`config.mk`:
```
export PLATFORM = sky130hd
export DESIGN_NAME = command_frame_parser_top
export DESIGN_NICKNAME = d
export VERILOG_FILES = /design/src/sv/cfp_pkg.sv /design/src/sv/command_frame_parser_top.sv /design/src/sv/cfp_in_stage.sv /design/src/sv/cfp_core.sv /design/src/sv/cfp_out_stage.sv
export SDC_FILE = /design/constraint.sdc
export NUM_CORES = 1
export LEC_CHECK = 0
export BUFFER_PORTS_ARGS = -buffer_cell sky130_fd_sc_hd__buf_2
export CAP_MARGIN = 20
export CORE_ASPECT_RATIO = 1.1
export CORE_MARGIN = 2
export CORE_UTILIZATION = 40
export CTS_CLUSTER_SIZE = 30
export DETAILED_ROUTE_END_ITERATION = 12
export GPL_ROUTABILITY_DRIVEN = 1
export REMOVE_ABC_BUFFERS = 1
export SYNTH_ARGS = -nofsm -noshare
export SYNTH_HDL_FRONTEND = slang
export SYNTH_SLANG_ARGS = --single-unit
```
`constraint.sdc`:
```
create_clock -name clk -period 8.2 [get_ports clk]
set_input_delay 2.46 -clock clk [delete_from_list [all_inputs] [get_ports clk]]
set_output_delay 2.46 -clock clk [all_outputs]
set_load 0.02 [all_outputs]
```
`src/sv/cfp_pkg.sv`:
```
// Shared types and constants for the command frame parser.
// No dependencies.
package cfp_pkg;

  localparam logic [7:0] HDR_FIRST  = 8'h56;  // 'V'
  localparam logic [7:0] HDR_SECOND = 8'h53;  // 'S'
  localparam logic [7:0] TYPE_OUT   = 8'h4F;  // 'O'
  localparam logic [7:0] TYPE_IN    = 8'h49;  // 'I'
  localparam logic [7:0] TYPE_SETID = 8'h4D;  // 'M'
  localparam logic [7:0] TYPE_ACK   = 8'h61;  // 'a'

  localparam logic [2:0] K_FRAME = 3'd0;
  localparam logic [2:0] K_TYPE  = 3'd1;
  localparam logic [2:0] K_TRANS = 3'd2;
  localparam logic [2:0] K_HOST  = 3'd3;
  localparam logic [2:0] K_IP    = 3'd4;
  localparam logic [2:0] K_DEV   = 3'd5;
  localparam logic [2:0] K_PAY   = 3'd6;

  localparam logic [1:0] FT_OUT   = 2'd0;
  localparam logic [1:0] FT_IN    = 2'd1;
  localparam logic [1:0] FT_SETID = 2'd2;
  localparam logic [1:0] FT_ACK   = 2'd3;

  typedef struct packed {
    logic       restart;
    logic [7:0] data_byte;
  } cfp_item_t;

  // input register contents plus the advance strobe toward the parser
  typedef struct packed {
    logic      fire;
    cfp_item_t item;
  } cfp_step_t;

  typedef struct packed {
    logic [2:0] byte_kind;
    logic [1:0] frame_kind;
    logic [7:0] field_index;
    logic [7:0] field_value;
    logic       frame_done;
  } cfp_result_t;

endpackage

```
`src/sv/command_frame_parser_top.sv`:
```
// Command frame parser: one classified result per received byte.
// An accepted item passes the input register, then the result register, to the out_ ports.
// Throughput: one item per cycle while out_ready is high; the input and result
// registers let a new byte enter while the previous result waits on out_ready.
// Reset (rst_n low, synchronous) empties both registers and returns the parser
// to idle with frame type output.
module command_frame_parser_top (
  input  logic       clk,
  input  logic       rst_n,
  input  logic       in_valid,
  output logic       in_ready,
  input  logic [7:0] in_data_byte,
  input  logic       in_restart,
  output logic       out_valid,
  input  logic       out_ready,
  output logic [2:0] out_byte_kind,
  output logic [1:0] out_frame_kind,
  output logic [7:0] out_field_index,
  output logic [7:0] out_field_value,
  output logic       out_frame_done
);
  import cfp_pkg::*;

  cfp_item_t   in_item;
  cfp_step_t   step;
  cfp_result_t result;
  cfp_result_t out_result;
  logic        can_take;

  assign in_item.restart   = in_restart;
  assign in_item.data_byte = in_data_byte;

  cfp_in_stage u_in (
    .clk          (clk),
    .rst_n        (rst_n),
    .in_valid     (in_valid),
    .in_ready     (in_ready),
    .in_item      (in_item),
    .out_can_take (can_take),
    .step         (step)
  );

  cfp_core u_core (
    .clk    (clk),
    .rst_n  (rst_n),
    .step   (step),
    .result (result)
  );

  cfp_out_stage u_out (
    .clk        (clk),
    .rst_n      (rst_n),
    .load       (step.fire),
    .result     (result),
    .can_take   (can_take),
    .out_valid  (out_valid),
    .out_ready  (out_ready),
    .out_result (out_result)
  );

  assign out_byte_kind   = out_result.byte_kind;
  assign out_frame_kind  = out_result.frame_kind;
  assign out_field_index = out_result.field_index;
  assign out_field_value = out_result.field_value;
  assign out_frame_done  = out_result.frame_done;

endmodule

```
`src/sv/cfp_in_stage.sv`:
```
// Input register of the command frame parser.
// Depends on cfp_pkg.
module cfp_in_stage (
  input  logic              clk,
  input  logic              rst_n,
  input  logic              in_valid,
  output logic              in_ready,
  input  cfp_pkg::cfp_item_t in_item,
  input  logic              out_can_take,
  output cfp_pkg::cfp_step_t step
);
  import cfp_pkg::*;

  logic      valid_r;
  logic      valid_nxt;
  cfp_item_t item_r;
  logic      advance;
  logic      accept;

  assign advance  = valid_r & out_can_take;
  assign in_ready = ~valid_r | advance;
  assign accept   = in_valid & in_ready;

  always_comb begin
    valid_nxt = valid_r;
    if (accept) begin
      valid_nxt = 1'b1;
    end else if (advance) begin
      valid_nxt = 1'b0;
    end
  end

  always_ff @(posedge clk) begin
    if (!rst_n) begin
      valid_r <= 1'b0;
    end else begin
      valid_r <= valid_nxt;
    end
  end

  always_ff @(posedge clk) begin
    if (accept) begin
      item_r <= in_item;
    end
  end

  assign step.fire = advance;
  assign step.item = item_r;

endmodule

```
`src/sv/cfp_core.sv`:
```
// Frame parser state and per-byte classification logic.
// Depends on cfp_pkg.
module cfp_core (
  input  logic                clk,
  input  logic                rst_n,
  input  cfp_pkg::cfp_step_t  step,
  output cfp_pkg::cfp_result_t result
);
  import cfp_pkg::*;

  typedef enum logic [3:0] {
    PH_IDLE  = 4'd0,
    PH_GOT_V = 4'd1,
    PH_TYPE  = 4'd2,
    PH_TRANS = 4'd3,
    PH_HLEN  = 4'd4,
    PH_HOST  = 4'd5,
    PH_IP    = 4'd6,
    PH_DLEN  = 4'd7,
    PH_DEV   = 4'd8,
    PH_PLEN  = 4'd9,
    PH_PAY   = 4'd10
  } phase_t;

  phase_t     phase_r, phase_nxt, phase_cur;
  logic [7:0] len_r, len_nxt, len_cur;
  logic [7:0] cnt_r, cnt_nxt, cnt_cur;
  logic [1:0] ftype_r, ftype_nxt;
  logic [7:0] cnt_inc;
  logic       field_end;
  logic [7:0] c;
  logic [2:0] kind;
  logic [7:0] index;
  logic       done;

  assign c = step.item.data_byte;

  // restart drops back to idle before the byte is looked at
  assign phase_cur = step.item.restart ? PH_IDLE : phase_r;
  assign len_cur   = step.item.restart ? 8'd0 : len_r;
  assign cnt_cur   = step.item.restart ? 8'd0 : cnt_r;

  assign cnt_inc   = cnt_cur + 8'd1;
  assign field_end = (cnt_inc == len_cur);

  always_comb begin
    phase_nxt = phase_cur;
    len_nxt   = len_cur;
    cnt_nxt   = cnt_cur;
    ftype_nxt = ftype_r;
    kind      = K_FRAME;
    index     = 8'd0;
    done      = 1'b0;
    unique case (phase_cur)
      PH_IDLE: begin
        if (c == HDR_FIRST) begin
          phase_nxt = PH_GOT_V;
        end
      end
      PH_GOT_V: begin
        phase_nxt = (c == HDR_SECOND) ? PH_TYPE : PH_IDLE;
      end
      PH_TYPE: begin
        phase_nxt = PH_TRANS;
        kind      = K_TYPE;
        unique case (c)
          TYPE_OUT:   ftype_nxt = FT_OUT;
          TYPE_IN:    ftype_nxt = FT_IN;
          TYPE_SETID: ftype_nxt = FT_SETID;
          TYPE_ACK:   ftype_nxt = FT_ACK;
          default: begin
            kind      = K_FRAME;
            phase_nxt = PH_IDLE;
          end
        endcase
      end
      PH_TRANS: begin
        kind = K_TRANS;
        if (ftype_r == FT_ACK) begin
          phase_nxt = PH_IDLE;
          done      = 1'b1;
        end else begin
          phase_nxt = PH_HLEN;
        end
      end
      PH_HLEN: begin
        len_nxt = c;
        cnt_nxt = 8'd0;
        if (c != 8'd0) begin
          phase_nxt = PH_HOST;
        end else begin
          phase_nxt = (ftype_r == FT_SETID) ? PH_DLEN : PH_IP;
        end
      end
      PH_HOST: begin
        kind    = K_HOST;
        index   = cnt_cur;
        cnt_nxt = cnt_inc;
        if (field_end) begin
          cnt_nxt   = 8'd0;
          len_nxt   = 8'd0;
          phase_nxt = (ftype_r == FT_SETID) ? PH_DLEN : PH_IP;
        end
      end
      PH_IP: begin
        kind      = K_IP;
        phase_nxt = PH_PLEN;
      end
      PH_DLEN: begin
        len_nxt   = c;
        cnt_nxt   = 8'd0;
        phase_nxt = (c != 8'd0) ? PH_DEV : PH_PLEN;
      end
      PH_DEV: begin
        kind    = K_DEV;
        index   = cnt_cur;
        cnt_nxt = cnt_inc;
        if (field_end) begin
          cnt_nxt   = 8'd0;
          len_nxt   = 8'd0;
          phase_nxt = PH_PLEN;
        end
      end
      PH_PLEN: begin
        len_nxt = c;
        cnt_nxt = 8'd0;
        if (c != 8'd0) begin
          phase_nxt = PH_PAY;
        end else begin
          phase_nxt = PH_IDLE;
          done      = 1'b1;
        end
      end
      PH_PAY: begin
        kind    = K_PAY;
        index   = cnt_cur;
        cnt_nxt = cnt_inc;
        if (field_end) begin
          cnt_nxt   = 8'd0;
          len_nxt   = 8'd0;
          phase_nxt = PH_IDLE;
          done      = 1'b1;
        end
      end
      default: begin
        phase_nxt = PH_IDLE;
        len_nxt   = 8'd0;
        cnt_nxt   = 8'd0;
      end
    endcase
  end

  always_ff @(posedge clk) begin
    if (!rst_n) begin
      phase_r <= PH_IDLE;
      len_r   <= 8'd0;
      cnt_r   <= 8'd0;
      ftype_r <= FT_OUT;
    end else if (step.fire) begin
      phase_r <= phase_nxt;
      len_r   <= len_nxt;
      cnt_r   <= cnt_nxt;
      ftype_r <= ftype_nxt;
    end
  end

  assign result.byte_kind   = kind;
  assign result.frame_kind  = ftype_nxt;
  assign result.field_index = index;
  assign result.field_value = c;
  assign result.frame_done  = done;

endmodule

```
`src/sv/cfp_out_stage.sv`:
```
// Result register of the command frame parser.
// Depends on cfp_pkg.
module cfp_out_stage (
  input  logic                 clk,
  input  logic                 rst_n,
  input  logic                 load,
  input  cfp_pkg::cfp_result_t result,
  output logic                 can_take,
  output logic                 out_valid,
  input  logic                 out_ready,
  output cfp_pkg::cfp_result_t out_result
);
  import cfp_pkg::*;

  logic        valid_r;
  logic        valid_nxt;
  cfp_result_t result_r;

  assign can_take = ~valid_r | out_ready;

  always_comb begin
    valid_nxt = valid_r;
    if (load) begin
      valid_nxt = 1'b1;
    end else if (out_ready) begin
      valid_nxt = 1'b0;
    end
  end

  always_ff @(posedge clk) begin
    if (!rst_n) begin
      valid_r <= 1'b0;
    end else begin
      valid_r <= valid_nxt;
    end
  end

  always_ff @(posedge clk) begin
    if (load) begin
      result_r <= result;
    end
  end

  assign out_valid  = valid_r;
  assign out_result = result_r;

endmodule

```
==> results.yml <==
floorplan:
  fp-row-count: 32
  start_util_pct: 41.2
  dieWidth_um: 84.8
  core-area_um2: 6970
  die_y_um: 92.8
  die_area_um2: 7870
  boundaryPins: 37
placement:
  place_congestion: 0.848
  portBuffers: 36
  place_hpwl_um: 4300
  place_inst: 393
  placed_cell_area_um2: 3090
  pre_cts_slack_ns: 2.72
sta:
  slew_violations: 0
  setup_viol: 0
  rsz0062_at_grt: "no"
  slew_headroom_pct: 46.5
  fin_ws_ns: 2.70
  skew_ns: 0.0140
  finalCritPeriodShare_pct: 67.0
  hold_viol: 0
  fmax_mhz: 182
  fin_setup_tns_ns: 0
  min_period_ns: 5.50
  worst_slew_pin_slew_ns: 0.801
yosys:
  synth.top_cell.area_share_pct: 32.4
  synth_mux_area_share_pct: 1.09
  yosysTopAreaCell: "edfxtp_1"
  synth-seq-area-share_pct: 49.2
  synth-xor-area-share_pct: 3.97
  yosysWarningCount: 0
  synth-compound-area-share_pct: 19.7
  yosys.area_share.simple_pct: 21.5
  syn_area_um2: 2870
  synthAdderAreaFrac_pct: 0.436
  synth_ff_type: "edfxtp_1"
  ys_top_cells_by_area: "edfxtp_1 32%, dfxtp_1 17%, a21oi_1 3.3%, nand2b_1 3.3%, nor2_1 3.0%"
  avgSynthCellArea_um2: 9.97
  synth_cell_types: 59
  synth-edff-count: 31
  yosys_register_bits: 55
  synthCells: 288
  synth_top_family_by_area: "simple AND/OR/NAND/NOR gates"
  async_flop_share_pct: 0
clock_network:
  cts.clk_slew.worst_paths_ns: 0.12
  post_cts_buffers: 0
  cts.sinks: 55
  cts_root_buf: "clkbuf_8"
  cts_made_buffers: 5
  cts_tree: "yes"
  ctsResizeCount: 0
  insertion_delay_ns: 0.32
  cts_hold_buf: 0
  htreeDepth: 2
  clock_path_buffers: 2
worst_setup_path:
  worstSetupPathType: "in2out"
  crit_fanout: 4
  cp.arrival_ns: 3.04
  cp.required_ns: 5.74
  crit_path_end_kind: "output port"
  cp-start-kind: "input pin"
detailed_routing:
  num_vias: 2245
  drt-pass1-iter-count: 5
  drt_iter0_markers: 121
  drc: 0
  drt-total-wl_um: 6460
  postRouteAntennaNets: 0
  vias_per_cell: 5.60
  wl_per_cell_um: 16.1
pwr:
  power_density_nw_per_um2: 162
  p_leak_nw: 1.11
  ir_drop_uv: 111
hold_path:
  hp-class: "reg2reg"
global_routing:
  grt_max_degree: 37
  antenna_found_initial: 0
  overflow: 0
  grtUsageTotal_pct: 16.4
  grt_pass1_wl_um: 10100
  grt_pass1_vias: 2000
layout:
  diodes: 0
  final_cell_area_um2: 3190
  final_cell_mix: "36 x buf_2, 31 x edfxtp_1, 24 x dfxtp_1"
  layout.nets: 329
  syn2layout_area_growth_pct: 11.1
  layout_commonest_cell: "buf_2"
  drive_gt1_share_pct: 17.7
  layout.cells.non_filler: 401
status:
  outcome: "finished, final reports clean"
run:
  maxCapViolations: 0
power breakdown:
group / switching (mW) / leakage [nW] / internal, mW / total [mW]
combinational: 0.0263 / 0.574 / 0.0143 / 0.0406
clock: 0.102 / 0.0515 / 0.0646 / 0.167
sequential: 0.00860 / 0.485 / 0.301 / 0.309
critical path, cell delays in order:
cell     delay (ns)
buf_2          0.10
nor2b_1        0.22
nand2_1        0.10
buf_2          0.16
worst paths after layout:
check,start,endpoint,slack (ns),depth (start not counted)
max reg2reg,u_in.step[8],u_core.len_r[7],4.98,10
min reg2reg,u_core.ftype_r[1],u_core.ftype_r[1],0.50,2
max,out_ready,in_ready,2.70,4
min,u_core.ftype_r[1],u_core.ftype_r[1],0.50,2
layout make-up:
cell class	count	area, um^2
fill	689	3780
sequential	55	1410
multi-input combinational	206	1340
timing repair buffer	38	195
tap	85	106
clock buffer	5	68.8
clock inverter	3	33.8
inverter	9	33.8
sequential cells by signal, summed over array words and instances, names as in the netlist:
register          count
u_in.step             9
u_out.out_valid       1
u_out.out_result     22
u_core.len_r          8
u_core.phase_r        4
u_in.valid_r          1
u_core.cnt_r          8
u_core.ftype_r        2
synthesized netlist by cell type, drive strengths merged, types with 2 or more instances:
cell / number
nor4: 5
or2: 2
o21ai: 20
nor2: 23
inv: 9
o31ai: 3
a2111oi: 2
nor2b: 8
nand2: 12
a21oi: 19
and2: 8
xor2: 7
a22oi: 3
mux2i: 2
a22o: 8
o2111ai: 2
or3: 2
nor4bb: 2
nand2b: 16
a211oi: 4
a31oi: 5
clkbuf: 13
edfxtp: 31
dfxtp: 24
xnor2: 6
nor3: 8
o21a: 2
buf: 5
o211a: 2
nand3: 9
nor3b: 6
layer usage:
metal	vias to the layer above	part of all wire [%]	global-route usage, %
li1	1113	-	-
met1	1065	46	20.7
met2	60	49	28.4
met3	7	3.6	2.85
met4	0	1.5	5.42
met5	-	0	0
per-stage QoR:
step           total power [mW]  utilization [%]  hold WS [ns]
2_1_floorplan             0.339                -         0.458
4_1_cts                   0.522             45.8         0.511
5_1_grt                   0.536             45.8         0.537
3_3_place_gp              0.356             44.3         0.483
6_report                  0.517             45.8         0.501
3_5_place_dp              0.356             44.3         0.481
cells by family after synthesis:
kind of cell | count (synthesis)
and+or+nand+nor | 109
AOI/OAI and AO/OA | 80
DFF | 55
buffers and inverters | 27
xor gates and xnor gates | 13
muxes | 3
adders and majority gates | 1
(Power assumes the default switching activity.)
